[src/rtl/dtsp_pkg.sv]
// ----------------------------------------------------------------------------
// dtsp_pkg
// types, constants and the sample packing function of the pen-tablet port
// ----------------------------------------------------------------------------
package dtsp_pkg;

  typedef enum logic [1:0] {
    REQ_WRITE  = 2'd0,
    REQ_READ   = 2'd1,
    REQ_SAMPLE = 2'd2
  } req_t;

  localparam int unsigned REQ_W       = 2;
  localparam int unsigned IN_DATA_W   = 32;
  localparam int unsigned OUT_DATA_W  = 8;
  localparam int unsigned READ_W      = 4;
  localparam int unsigned SHIFT_W     = 19;
  localparam int unsigned WORD_W      = 18;
  localparam int unsigned POS_W       = 9;

  localparam logic [7:0]  X_OFFSET    = 8'd8;
  localparam logic [8:0]  Y_OFFSET    = 9'd12;
  localparam logic [7:0]  Y_NEAR      = 8'd48;
  localparam logic [8:0]  Y_LIMIT     = 9'd239;
  localparam logic [15:0] Y_DIV15_MUL = 16'd137;
  localparam int unsigned Y_DIV15_SH  = 11;
  localparam logic [11:0] X_SCALE     = 12'd15;
  localparam logic [3:0]  READ_IDLE   = 4'h4;

  // x*240/256 + 8, y*256/240 - 12 (floored at 0), button / near bits
  function automatic logic [WORD_W-1:0] pack_sample(logic [7:0] x, logic [7:0] y,
                                                    logic btn);
    logic [11:0] xs;
    logic [15:0] yp;
    logic [4:0]  yq;
    logic [8:0]  ys;
    logic [7:0]  yf;
    logic [7:0]  xf;
    logic [1:0]  low;
    xs = {4'b0, x} * X_SCALE;
    xf = xs[11:4] + X_OFFSET;
    // y*16/15 = y + y/15
    yp = {8'b0, y} * Y_DIV15_MUL;
    yq = yp[Y_DIV15_SH +: 5];
    ys = {1'b0, y} + {4'b0, yq};
    if (ys > Y_OFFSET) begin
      yf = 8'(ys - Y_OFFSET);
    end else begin
      yf = 8'd0;
    end
    if (btn) begin
      low = 2'b11;
    end else if (y >= Y_NEAR) begin
      low = 2'b10;
    end else begin
      low = 2'b00;
    end
    return {xf, yf, low};
  endfunction

endpackage

[src/rtl/drawing_tablet_serial_port.sv]
// ----------------------------------------------------------------------------
// drawing_tablet_serial_port
// serial pen-tablet port: pen samples, strobe/clock port writes, port reads
// ----------------------------------------------------------------------------
// Every item is registered on acceptance and handled from that register, so
// one item is taken per clock, limited only by the output register: a read
// yields one result, through the input and output registers; writes and
// samples yield none. A sample is packed when it arrives and, if valid and
// in range, loaded into the 19-bit shift register by the next write with the
// strobe bit low; writes with the strobe high shift on a rising clock bit. The
// input stalls only while a read waits for a full output register to drain.
module drawing_tablet_serial_port (
  input  logic                            clk,
  input  logic                            rst,
  input  logic                            s_axis_tvalid,
  output logic                            s_axis_tready,
  // write_data[7:0], read_port[8], sample_ok[9], pen_x[18:10], pen_y[27:19],
  // pen_down[28], zero fill
  input  logic [dtsp_pkg::IN_DATA_W-1:0]  s_axis_tdata,
  // req_type[1:0]
  input  logic [dtsp_pkg::REQ_W-1:0]      s_axis_tuser,
  output logic                            m_axis_tvalid,
  input  logic                            m_axis_tready,
  // read_data[3:0], zero fill
  output logic [dtsp_pkg::OUT_DATA_W-1:0] m_axis_tdata
);
  import dtsp_pkg::*;

  logic                  in_valid;
  logic [REQ_W-1:0]      in_req;
  logic [7:0]            in_wdata;
  logic                  in_port;
  logic                  in_ok;
  logic [POS_W-1:0]      in_x;
  logic [POS_W-1:0]      in_y;
  logic                  in_btn;

  logic                  out_free;
  logic                  advance;

  logic                  clock_seen;
  logic [SHIFT_W-1:0]    shift_word;
  logic [WORD_W-1:0]     packed_word;
  logic [READ_W-1:0]     read_value;
  logic                  sample_pending;
  logic                  pending_good;
  logic [WORD_W-1:0]     pending_word;
  logic [READ_W-1:0]     read_data;

  logic                  clock_seen_next;
  logic [SHIFT_W-1:0]    shift_word_next;
  logic [WORD_W-1:0]     packed_word_next;
  logic [READ_W-1:0]     read_value_next;
  logic                  sample_pending_next;
  logic                  pending_good_next;
  logic [WORD_W-1:0]     pending_word_next;
  logic                  out_load;
  logic [READ_W-1:0]     out_value;

  assign out_free      = !m_axis_tvalid || m_axis_tready;
  assign advance       = in_valid && (in_req != REQ_READ || out_free);
  assign s_axis_tready = !in_valid || advance;
  assign m_axis_tdata  = {{(OUT_DATA_W-READ_W){1'b0}}, read_data};

  always_ff @(posedge clk) begin
    if (rst) begin
      in_valid <= 1'b0;
    end else if (s_axis_tready) begin
      in_valid <= s_axis_tvalid;
    end
  end

  always_ff @(posedge clk) begin
    if (s_axis_tvalid && s_axis_tready) begin
      in_req   <= s_axis_tuser;
      in_wdata <= s_axis_tdata[7:0];
      in_port  <= s_axis_tdata[8];
      in_ok    <= s_axis_tdata[9];
      in_x     <= s_axis_tdata[18:10];
      in_y     <= s_axis_tdata[27:19];
      in_btn   <= s_axis_tdata[28];
    end
  end

  always_comb begin
    clock_seen_next     = clock_seen;
    shift_word_next     = shift_word;
    packed_word_next    = packed_word;
    read_value_next     = read_value;
    sample_pending_next = sample_pending;
    pending_good_next   = pending_good;
    pending_word_next   = pending_word;
    out_load            = 1'b0;
    out_value           = read_value;
    if (advance) begin
      case (in_req)
        REQ_WRITE: begin
          if (in_wdata[0]) begin
            if (in_wdata[1] && !clock_seen) begin
              shift_word_next = {shift_word[SHIFT_W-2:0], 1'b0};
            end
            read_value_next = in_wdata[1] ? {~shift_word_next[SHIFT_W-1], 3'b000}
                                          : READ_IDLE;
            clock_seen_next = in_wdata[1];
          end else begin
            read_value_next = '0;
            if (sample_pending) begin
              sample_pending_next = 1'b0;
              if (pending_good) begin
                packed_word_next = pending_word;
              end
            end
            shift_word_next = {1'b0, packed_word_next};
          end
        end
        REQ_READ: begin
          out_load  = 1'b1;
          out_value = in_port ? read_value : '0;
        end
        REQ_SAMPLE: begin
          sample_pending_next = 1'b1;
          pending_good_next   = in_ok && !in_x[POS_W-1] && in_y <= Y_LIMIT;
          pending_word_next   = pack_sample(in_x[7:0], in_y[7:0], in_btn);
        end
        default: begin
        end
      endcase
    end
  end

  always_ff @(posedge clk) begin
    if (rst) begin
      clock_seen     <= 1'b0;
      shift_word     <= '0;
      packed_word    <= '0;
      read_value     <= '0;
      sample_pending <= 1'b0;
      pending_good   <= 1'b0;
      pending_word   <= '0;
    end else begin
      clock_seen     <= clock_seen_next;
      shift_word     <= shift_word_next;
      packed_word    <= packed_word_next;
      read_value     <= read_value_next;
      sample_pending <= sample_pending_next;
      pending_good   <= pending_good_next;
      pending_word   <= pending_word_next;
    end
  end

  always_ff @(posedge clk) begin
    if (rst) begin
      m_axis_tvalid <= 1'b0;
    end else if (out_load) begin
      m_axis_tvalid <= 1'b1;
    end else if (m_axis_tready) begin
      m_axis_tvalid <= 1'b0;
    end
  end

  always_ff @(posedge clk) begin
    if (out_load) begin
      read_data <= out_value;
    end
  end

endmodule

[config.mk]
export PLATFORM = sky130hd
export DESIGN_NAME = drawing_tablet_serial_port
export DESIGN_NICKNAME = d
export VERILOG_FILES = /design/src/rtl/dtsp_pkg.sv /design/src/rtl/drawing_tablet_serial_port.sv
export SDC_FILE = /design/constraint.sdc
export NUM_CORES = 1
export LEC_CHECK = 0
export BUFFER_PORTS_ARGS = -buffer_cell sky130_fd_sc_hd__buf_2
export CAP_MARGIN = 20
export CORE_MARGIN = 10
export CORE_UTILIZATION = 52
export CTS_CLUSTER_SIZE = 20
export DETAILED_ROUTE_END_ITERATION = 12
export PLACE_DENSITY_LB_ADDON = 0.2
export SLEW_MARGIN = 0
export SYNTH_ARGS = -nofsm -noshare
export SYNTH_HDL_FRONTEND = slang
export SYNTH_SLANG_ARGS = --single-unit
[constraint.sdc]
create_clock -name clk -period 14.2 [get_ports clk]
set_input_delay 0.71 -clock clk [delete_from_list [all_inputs] [get_ports clk]]
set_output_delay 0.71 -clock clk [all_outputs]
set_load 0.005 [all_outputs]
==> results of run 1 <==
==> where the power goes <==
part | internal, mW | switching [mW]
Sequential | 0.271 | 0.0100
Clock | 0.0797 | 0.0935
Combinational | 0.0746 | 0.0902
==> worst min-delay path, delay by kind of cell, from the launching register on <==
kind,cells,cell delay (ns)
compound gates,1,0.05
flops,1,0.32
simple gates,1,0.05
==> state kept, by name (all words and copies together), names as in the netlist, 2 cells and up <==
register / count
in_wdata: 2
in_y: 9
in_x: 9
shift_word: 19
packed_word: 18
read_value: 2
in_req: 2
pending_word: 18
read_data: 2
==> layer usage <==
metal / vias to the layer above / part of all wire / global-route usage
met2: 53 / 0.46 / 0.222
met1: 1851 / 0.49 / 0.185
met5: - / 0 / 0
li1: 2052 / - / -
met4: 0 / 0.011 / 0.0452
met3: 7 / 0.032 / 0.0305
==> path summary, 6_finish.rpt <==
check                     start  depth (start not counted)         endpoint
hold reg to reg   read_value[2]                          2    read_value[2]
hold / removal    read_value[2]                          2    read_value[2]
setup / recovery        in_y[6]                         19  pending_word[9]
setup reg to reg        in_y[6]                         19  pending_word[9]
==> cell usage after synthesis (4+ instances only) <==
master and number:
a211oi_1 22, a21o_1 4, a21oi_1 81, buf_1 5, buf_4 7, clkbuf_1 17, dfxtp_1 62, edfxtp_1 27
fa_1 13, ha_1 50, inv_1 14, nand2_1 101, nand2b_1 9, nand3_1 7, nor2_1 41, nor2b_1 4
nor3_1 8, nor3b_1 4, o21a_1 8, o21ai_0 10, or2_2 4, xnor2_1 8, xor2_1 6
==> layout by cell type, fill, tap and decap left out, drive strengths merged, types with 3 or more instances in the layout <==
| cell type | netlist | routed |
|---|---|---|
| nor2b | 4 | 4 |
| buf | 13 | 38 |
| edfxtp | 27 | 27 |
| o211ai | 3 | 3 |
| nand2 | 101 | 101 |
| nor4 | 3 | 3 |
| xor2 | 6 | 6 |
| a21oi | 81 | 81 |
| nand3b | 3 | 3 |
| fa | 13 | 13 |
| xnor2 | 8 | 8 |
| clkbuf | 17 | 11 |
| conb | 1 | 6 |
| and2 | 4 | 4 |
| dfxtp | 62 | 62 |
| ha | 50 | 50 |
| nor3b | 4 | 4 |
| nor2 | 41 | 41 |
| a211o | 3 | 3 |
| nand4 | 3 | 3 |
| o21a | 8 | 8 |
| o21bai | 3 | 3 |
| o21ai | 10 | 10 |
| a211oi | 23 | 23 |
| nor3 | 9 | 9 |
| nand2b | 9 | 9 |
| a21o | 4 | 4 |
| inv | 14 | 16 |
| or2 | 4 | 4 |
| nand3 | 7 | 7 |
==> per-stage QoR <==
step	setup WS [ns]	cell area [um^2]	total power, mW	util
2_1_floorplan	9.58	5170	0.418	-
3_3_place_gp	9.16	5370	0.443	0.551
3_5_place_dp	9.09	5370	0.448	0.551
4_1_cts	9.03	5560	0.622	0.572
5_1_grt	8.64	5640	0.661	0.580
6_report	9.07	5640	0.619	0.580
==> cells by family (layout without fill, tap and decap cells) <==
kind of cell	Yosys count	in the layout
simple gates	202	202
compound gates	152	152
flops	89	89
fa+ha+maj	63	63
buf+inv	44	68
xor+xnor	14	14
mux	2	2
other cells	1	6
==> cell type report <==
cell class                      count  area (um^2)
Clock buffer                       11          163
Tap cell                          133          166
Timing Repair Buffer               38          245
Clock inverter                      5         35.0
Multi-Input combinational cell    439         2930
Inverter                           14         52.6
Sequential cell                    89         2050
Fill cell                         906         4090
==> flow_metrics.py, run 1 <==
metrics = {
    "synthesis": {
        "yosys.area_share.simple": 0.178,
        "synth_compound_area_frac": 0.186,
        "synthMuxAreaShare": 0.00389,
        "synth_xor_area_frac": 0.0238,
        "synth_top_area_frac": 0.241,
        "synth.top_cells.by_area": "dfxtp_1 24%, edfxtp_1 16%, ha_1 12%, a21oi_1 7.9%, nand2_1 7.4%",
        "yosys_register_bits": 89,
        "ys_seq_area_frac": 0.399,
        "netlist_area_um2": 5150,
        "syn-instance-count": 567,
        "async_flop_share": 0,
        "ys_types": 55,
        "synth_warnings": 0,
        "synthAdderAreaFrac": 0.172,
        "ys.flop_type": "dfxtp_1",
        "synth_top_family_by_area": "compound AO/OA/AOI/OAI gates",
        "synth.avg_cell_area_um2": 9.08,
        "synth-edff-count": 27,
        "synth_top_cell_by_area": "dfxtp_1",
    },
    "cts": {
        "root_buffer": "clkbuf_8",
        "cts_tree": "done",
        "h-tree-depth": 3,
        "clkLatencyLatePin_ns": 0.36,
        "clockBufferDepth": 2,
        "cts_resized": 0,
        "postCtsHoldBufs": 0,
        "path_clk_slew_ns": 0.09,
        "clkSinkCount": 89,
        "cts_setup_buffers": 0,
        "numCtsBuffers": 9,
    },
    "power_and_ir_drop": {
        "power_leakage_nw": 2.14,
        "irDropWorstVdd_mv": 0.0532,
        "power_density_nw_per_um2": 110,
    },
    "finish": {
        "finalNetCount": 692,
        "drive_gt1_frac": 0.111,
        "fin_cells": 729,
        "syn2layout_area_growth_pct": 9.55,
        "n_antenna_cell": 0,
    },
    "sta": {
        "setup_violations": 0,
        "fmax_ghz": 0.195,
        "hold_viol": 0,
        "max_slew.worst_pin.slew_ns": 0.840,
        "setup_tns_ns": 0,
        "final.period_utilization": 0.361,
        "holdWs_ns": 0.459,
        "rsz0062_at_grt": "false",
        "slew_violations": 0,
        "finalCriticalPeriod_ns": 5.13,
        "skew_ns": 0.0108,
        "slew-limit-headroom": 0.440,
    },
    "critical_path": {
        "critPathBufInv": 0,
        "critPathMaxStageDelay_ns": 0.55,
        "cp_cell_sequence": "ha_1 -> ha_1 -> ha_1 -> ha_1 -> o21ai_0 -> nor3b_1 -> a21oi_1 -> o211ai_1 -> xor2_1 -> ha_1 -> a21o_1 -> a211oi_1 -> nor2_1 -> ha_1 -> nor3b_1 -> or4_1 -> a21boi_0 -> o2111ai_1 -> a311oi_1",
        "critPathArrivalTime_ns": 5.40,
        "endpoint_kind": "register",
        "critPathSlowestCell": "edfxtp_1",
        "ff2ff_setup_slack_ns": 9.07,
        "crit_type": "register to register",
        "crit_top_cell": "ha_1",
        "start_kind": "register",
        "path_max_fanout": 9,
        "path_delay_family": "adder cells",
        "critPathRequiredTime_ns": 14.48,
    },
    "floorplanning": {
        "die_x_um": 120,
        "core_um2": 9730,
        "dieArea_um2": 14300,
        "start_util": 0.529,
        "fp.dieH_um": 120,
        "io_pins": 48,
        "num_rows": 36,
    },
    "grt": {
        "grt_usage": 0.140,
        "antenna_found_initial": 0,
        "grt_pass1_vias": 3778,
        "grt_pass1_wl_um": 17000,
        "grt_max_degree": 65,
        "globalRouteOverflowTotal": 0,
    },
    "drt": {
        "vias": 3963,
        "drc": 0,
        "final_antenna_net_count": 0,
        "totalWireLength_um": 9870,
        "dr.pass1.iters": 5,
        "viasPerCell": 5.44,
        "post_drt_wl_per_cell_um": 13.5,
        "drtIter0Drc": 158,
    },
    "placement": {
        "numPlacedInstances": 708,
        "portBuffers": 32,
        "place_hpwl_um": 7140,
        "gp_congestion": 0.857,
    },
    "hold_path": {
        "min_path_type": "register to register",
    },
    "flow_run": {
        "maxCapViolations": 0,
    },
    "outcome": {
        "outcome": "finished, final reports clean",
    },
}
(Power assumes the default switching activity.)
==> run 2: changes to the inputs <==
--- a/config.mk
+++ b/config.mk
@@ -5,6 +5,7 @@
 export SDC_FILE = /design/constraint.sdc
 export NUM_CORES = 1
 export LEC_CHECK = 0
+export ABC_AREA = 1
 export BUFFER_PORTS_ARGS = -buffer_cell sky130_fd_sc_hd__buf_2
 export CAP_MARGIN = 20
 export CORE_MARGIN = 10
==> constraint.sdc (replaced) <==
create_clock -name clk -period 4.9 [get_ports clk]
set_input_delay 0.245 -clock clk [delete_from_list [all_inputs] [get_ports clk]]
set_output_delay 0.245 -clock clk [all_outputs]
set_load 0.005 [all_outputs]
==> flow_metrics.py, run 2 <==
metrics = {
    "drt": {
        "wl_met3_um": 291,
        "drc": 0,
        "dr.pass1.iters": 5,
        "viasPerCell": 5.09,
        "drtIter0Drc": 167,
        "post_drt_wl_per_cell_um": 12.6,
        "met2_length_um": 4770,
        "totalWireLength_um": 10200,
        "dr.max_layer_used": "met4",
        "final_antenna_net_count": 0,
        "vias": 4157,
        "drt-met1-wl_um": 5030,
    },
    "cts": {
        "h-tree-depth": 3,
        "numCtsBuffers": 9,
        "cts_setup_buffers": 0,
        "path_clk_slew_ns": 0.09,
        "clkLatencyLatePin_ns": 0.37,
        "clockBufferDepth": 2,
        "cts_resized": 0,
        "root_buffer": "clkbuf_8",
        "cts_tree": "done",
        "clkSinkCount": 89,
        "postCtsHoldBufs": 0,
    },
    "outcome": {
        "outcome": "finished, final reports clean",
    },
    "critical_path": {
        "ff2ff_setup_slack_ns": 0.58,
        "reg2reg_depth": 19,
        "start_kind": "register",
        "critPathRequiredTime_ns": 5.14,
        "critPathSlowestCell": "edfxtp_1",
        "reg2reg_from": "in_y[7]",
        "path_max_fanout": 8,
        "crit_type": "register to register",
        "critPathMaxStageDelay_ns": 0.53,
        "reg2reg_to": "pending_word[9]",
        "critPathArrivalTime_ns": 4.57,
        "cp_cell_sequence": "ha_1 -> ha_1 -> ha_1 -> ha_1 -> a21o_1 -> a21oi_1 -> nand2_1 -> xor2_1 -> ha_1 -> fa_1 -> xor2_1 -> ha_1 -> nand4_1 -> nand2_2 -> nand4_4 -> nand2_1 -> nor2_1 -> nor2_1 -> nor2_1",
        "endpoint_kind": "register",
        "crit_top_cell": "ha_1",
    },
    "finish": {
        "final_common_cell": "nand2_1",
        "n_antenna_cell": 0,
        "finalNetCount": 779,
        "syn2layout_area_growth_pct": 7.71,
        "fill_cells": 883,
        "final_util": 0.582,
        "drive_gt1_frac": 0.0893,
        "register_area_um2": 2050,
        "top_regs": "shift_word x19, packed_word x18, pending_word x18",
        "top_register": "shift_word",
        "multiInputGateArea_um2": 2840,
        "final_cell_mix": "116 x nand2_1, 92 x inv_1, 63 x a21oi_1, 63 x o21ai_0, 62 x dfxtp_1",
        "largest_reg_flops": 19,
    },
    "sta": {
        "slew_violations": 0,
        "skew_ns": 0.0129,
        "finalCriticalPeriod_ns": 4.32,
        "max_slew.worst_pin.slew_ns": 1.00,
        "fmax_ghz": 0.231,
        "hold_viol": 0,
        "setup_tns_ns": 0,
        "slew-limit-headroom": 0.331,
        "setup_violations": 0,
        "final.period_utilization": 0.882,
        "rsz0062_at_grt": "false",
    },
    "placement": {
        "gp_congestion": 0.891,
        "place_hpwl_um": 7640,
        "portBuffers": 32,
    },
    "synthesis": {
        "synth.avg_cell_area_um2": 8.18,
        "syn-instance-count": 655,
        "ys.flop_type": "dfxtp_1",
        "synthTopCellsByCount": "116 x nand2_1, 92 x inv_1, 63 x a21oi_1, 63 x o21ai_0, 62 x dfxtp_1",
        "synth.top_cells.by_area": "dfxtp_1 23%, edfxtp_1 15%, ha_1 12%, nand2_1 8.1%, inv_1 6.4%",
        "synth.most_common_cell": "nand2_1",
        "async_flop_share": 0,
        "synth_top_cell_by_area": "dfxtp_1",
        "yosys_register_bits": 89,
        "synth-edff-count": 27,
        "ys_types": 40,
        "netlist_area_um2": 5360,
        "synth_warnings": 0,
        "ys_seq_area_frac": 0.383,
        "synth_top_area_frac": 0.232,
    },
    "grt": {
        "grt_pass1_vias": 4010,
        "grt_pass1_wl_um": 17900,
        "grt_usage": 0.145,
        "antenna_found_initial": 0,
        "globalRouteOverflowTotal": 0,
        "grt_max_degree": 45,
    },
    "floorplanning": {
        "core_um2": 9910,
        "fp.dieH_um": 121,
        "die_x_um": 121,
        "num_rows": 36,
        "dieArea_um2": 14800,
        "start_util": 0.540,
        "io_pins": 48,
    },
    "power_and_ir_drop": {
        "power_density_nw_per_um2": 305,
        "power_leakage_nw": 2.81,
        "irDropWorstVdd_mv": 0.130,
    },
    "hold_path": {
        "hold-path-cell-count": 1,
        "worstHoldStart": "s_axis_tdata[10]",
        "min_path_type": "input port to register",
        "min_to": "in_x[0]",
    },
    "flow_run": {
        "maxCapViolations": 0,
    },
}
## run 2: report_power, final
group	switching [mW]	total (mW)	internal [mW]
sequential	0.0222	0.809	0.787
clock	0.273	0.459	0.186
combinational	0.299	0.493	0.194
total	0.595	1.76	1.17
## run 2: area by class of cell
type	count	share of cell area
repair buffers	34	0.0338
inverters	93	0.0605
clock buffers	10	0.0221
flip-flops and latches	89	0.356
well taps	133	0.0289
clock inverters	6	0.00694
multi-input cells	451	0.492
## run 2: kinds of logic after synthesis
family	Yosys count	synth area share
adder cells (fa/ha/maj)	63	0.165
flip-flops	89	0.383
XOR/XNOR	11	0.0180
multiplexers	2	0.00397
buffers and inverters	120	0.0904
AO/OA/AOI/OAI	164	0.173
other	1	0.000700
AND/OR/NAND/NOR	205	0.165
## run 2: worst max-delay path: cells and delay by family, from the launching register on
| family | cells | cell delay [ns] |
|---|---|---|
| xor gates and xnor gates | 2 | 0.44 |
| AOI/OAI and AO/OA | 2 | 0.30 |
| adders and majority gates | 7 | 2.20 |
| and+or+nand+nor | 8 | 0.73 |
| DFF | 1 | 0.53 |
## run 2: worst max-delay path by stage
stage / from / slack, ns / to
after detailed placement: in_y[7] / 0.61 / pending_word[9]
after global placement: in_y[1] / 0.69 / pending_word[9]
final: in_y[7] / 0.58 / pending_word[9]
after CTS: in_y[7] / 0.59 / pending_word[9]
after global routing: in_y[7] / 0.23 / pending_word[9]
after floorplan: in_y[5] / 0.96 / pending_word[9]
## run 2: metrics by stage
stage                     setup slack, ns  hold slack [ns]  instance area [um^2]  instances  total power [mW]
after global placement              0.685            0.421                  5570        799              1.30
after floorplan                     0.965            0.344                  5370        660              1.21
after CTS                           0.588           0.0297                  5740        815              1.77
after detailed placement            0.609            0.423                  5570        799              1.31
after global routing                0.226           0.0297                  5770        816              1.88
final                               0.578           0.0395                  5770        816              1.76
## run 2: routing by layer
| layer | up-vias | global-route usage |
|---|---|---|
| met5 | - | 0 |
| met4 | 0 | 0.0522 |
| met3 | 11 | 0.0247 |
| met2 | 48 | 0.241 |
| met1 | 1882 | 0.184 |
| li1 | 2216 | - |
==> run 3: changes to the inputs <==
--- a/config.mk
+++ b/config.mk
@@ -5,7 +5,6 @@
 export SDC_FILE = /design/constraint.sdc
 export NUM_CORES = 1
 export LEC_CHECK = 0
-export ABC_AREA = 1
 export BUFFER_PORTS_ARGS = -buffer_cell sky130_fd_sc_hd__buf_2
 export CAP_MARGIN = 20
 export CORE_MARGIN = 10
@@ -13,6 +12,7 @@
 export CTS_CLUSTER_SIZE = 20
 export DETAILED_ROUTE_END_ITERATION = 12
 export PLACE_DENSITY_LB_ADDON = 0.2
+export SKIP_LAST_GASP = 1
 export SLEW_MARGIN = 0
 export SYNTH_ARGS = -nofsm -noshare
 export SYNTH_HDL_FRONTEND = slang
==> flow_metrics.py, run 3 (synthesized netlist as in run 1, its figures left out) <==
metrics = {
    "placement": {
        "gp_congestion": 0.845,
        "dp_slack_ns": 0.00739,
        "place_hpwl_um": 7190,
        "portBuffers": 32,
        "numPlacedInstances": 716,
    },
    "cts": {
        "postCtsHoldBufs": 0,
        "cts_tree": "done",
        "numCtsBuffers": 9,
        "clkSinkCount": 89,
        "clockBufferDepth": 2,
        "root_buffer": "clkbuf_8",
        "path_clk_slew_ns": 0.10,
        "h-tree-depth": 3,
        "clkLatencyLatePin_ns": 0.36,
    },
    "drt": {
        "viasPerCell": 5.35,
        "post_drt_wl_per_cell_um": 13.4,
        "final_antenna_net_count": 0,
        "drtIter0Drc": 161,
        "vias": 3967,
        "totalWireLength_um": 9950,
        "dr.pass1.iters": 4,
        "drc": 0,
    },
    "finish": {
        "n_antenna_cell": 0,
        "final_cell_mix": "101 x nand2_1, 78 x a21oi_1, 62 x dfxtp_1",
        "fin_cells": 741,
        "top_register": "shift_word",
        "multiInputGateArea_um2": 3020,
        "drive_gt1_frac": 0.145,
        "final_common_cell": "nand2_1",
        "finalNetCount": 704,
        "largest_reg_flops": 19,
        "syn2layout_area_growth_pct": 12.4,
        "fill_cells": 862,
        "top_regs": "shift_word x19, packed_word x18, pending_word x18",
        "register_area_um2": 2050,
        "final_util": 0.595,
    },
    "sta": {
        "setup_slack_ns": 0.281,
        "max_slew.worst_pin.slew_ns": 1.11,
        "hold_viol": 0,
        "holdWs_ns": 0.0517,
        "slew-limit-headroom": 0.259,
        "skew_ns": 0.0133,
        "final.period_utilization": 0.943,
        "setup_violations": 0,
        "finalCriticalPeriod_ns": 4.62,
        "slew_violations": 0,
        "fmax_ghz": 0.216,
    },
    "critical_path": {
        "critPathRequiredTime_ns": 5.19,
        "cp_cell_sequence": "ha_1 -> ha_1 -> ha_1 -> and3_1 -> a31o_2 -> a21oi_4 -> o21a_1 -> o21bai_1 -> xor2_1 -> ha_1 -> fa_1 -> xnor2_2 -> inv_1 -> ha_1 -> nor3b_1 -> or4_4 -> nand4b_1 -> nand4b_1 -> a21oi_1",
        "start_kind": "register",
        "crit_top_cell": "ha_1",
        "path_delay_family": "adder cells",
        "crit_type": "register to register",
        "critPathSlowestCell": "edfxtp_1",
        "critPathMaxStageDelay_ns": 0.45,
        "endpoint_kind": "register",
        "path_max_fanout": 7,
        "critPathBufInv": 1,
        "critPathArrivalTime_ns": 4.91,
    },
    "floorplanning": {
        "core_um2": 9730,
        "num_rows": 36,
        "io_pins": 48,
        "dieArea_um2": 14300,
        "start_util": 0.529,
        "fp.dieH_um": 120,
        "die_x_um": 120,
    },
    "grt": {
        "globalRouteOverflowTotal": 0,
        "antenna_found_initial": 0,
        "grt_pass1_wl_um": 17200,
        "use_met1": 0.190,
        "grt.busiest_layer": "met2",
        "grt_max_degree": 65,
        "grt_pass1_vias": 3802,
        "grtUsageMet2": 0.221,
        "grtUsageMet3": 0.0234,
        "grt_usage": 0.139,
    },
    "power_and_ir_drop": {
        "power_leakage_nw": 2.19,
        "power_density_nw_per_um2": 313,
        "irDropWorstVdd_mv": 0.201,
        "p_total_mw": 1.81,
    },
    "flow_run": {
        "maxCapViolations": 0,
    },
    "hold_path": {
        "min_path_type": "input port to register",
    },
    "outcome": {
        "outcome": "finished, final reports clean",
    },
}
-- run 3: timing repair --
| action | 4_1_cts | 5_1_grt |
|---|---|---|
| buffers inserted | 1 | 5 |
| setup endpoints to repair | 1 | 8 |
| resized for setup | 0 | 15 |
| pin swaps | 1 | 5 |
-- run 3: metrics by stage --
step | instance area, um^2 | TNS (ns)
2_1_floorplan | 5170 | 0
3_3_place_gp | 5430 | 0
3_5_place_dp | 5430 | 0
4_1_cts | 5610 | 0
5_1_grt | 5790 | -0.288
6_report | 5790 | 0
-- run 3: area by class of cell --
type	count	area share
clock buffer	10	0.0220
clock inverter	6	0.00843
inverter	14	0.00908
multi-input combinational	439	0.521
sequential	89	0.355
tap	133	0.0288
timing repair buffer	50	0.0562
-- run 3: worst paths after layout --
path                                       from               to  slack, ns  cells past startpoint
worst max-delay path                    in_y[3]  pending_word[6]       0.28                     19
worst min-delay path            s_axis_tdata[8]          in_port       0.05                      1
worst max register to register          in_y[3]  pending_word[6]       0.28                     19
worst min register to register   packed_word[2]   packed_word[2]       0.46                      2
-- run 3: power by group --
group	total (mW)	internal, mW	switching (mW)	leakage [nW]
registers	0.810	0.784	0.0253	0.765
logic	0.537	0.254	0.283	1.34
clock network	0.465	0.190	0.275	0.0878
total	1.81	1.23	0.583	2.19
-- run 3: per-layer routing --
metal	vias up	part of all wire
met3	7	0.031
li1	2077	-
met2	49	0.46
met4	0	0.0073
met5	-	0
met1	1834	0.50
-- run 3: worst register-to-register path, cell delays in order (launching register included) --
cell and delay, ns:
edfxtp_1 0.45, ha_1 0.34, ha_1 0.31, ha_1 0.29
and3_1 0.16, a31o_2 0.26, a21oi_4 0.19, o21a_1 0.15
o21bai_1 0.07, xor2_1 0.14, ha_1 0.23, fa_1 0.43
xnor2_2 0.19, inv_1 0.06, ha_1 0.18, nor3b_1 0.14
or4_4 0.43, nand4b_1 0.26, nand4b_1 0.13, a21oi_1 0.14
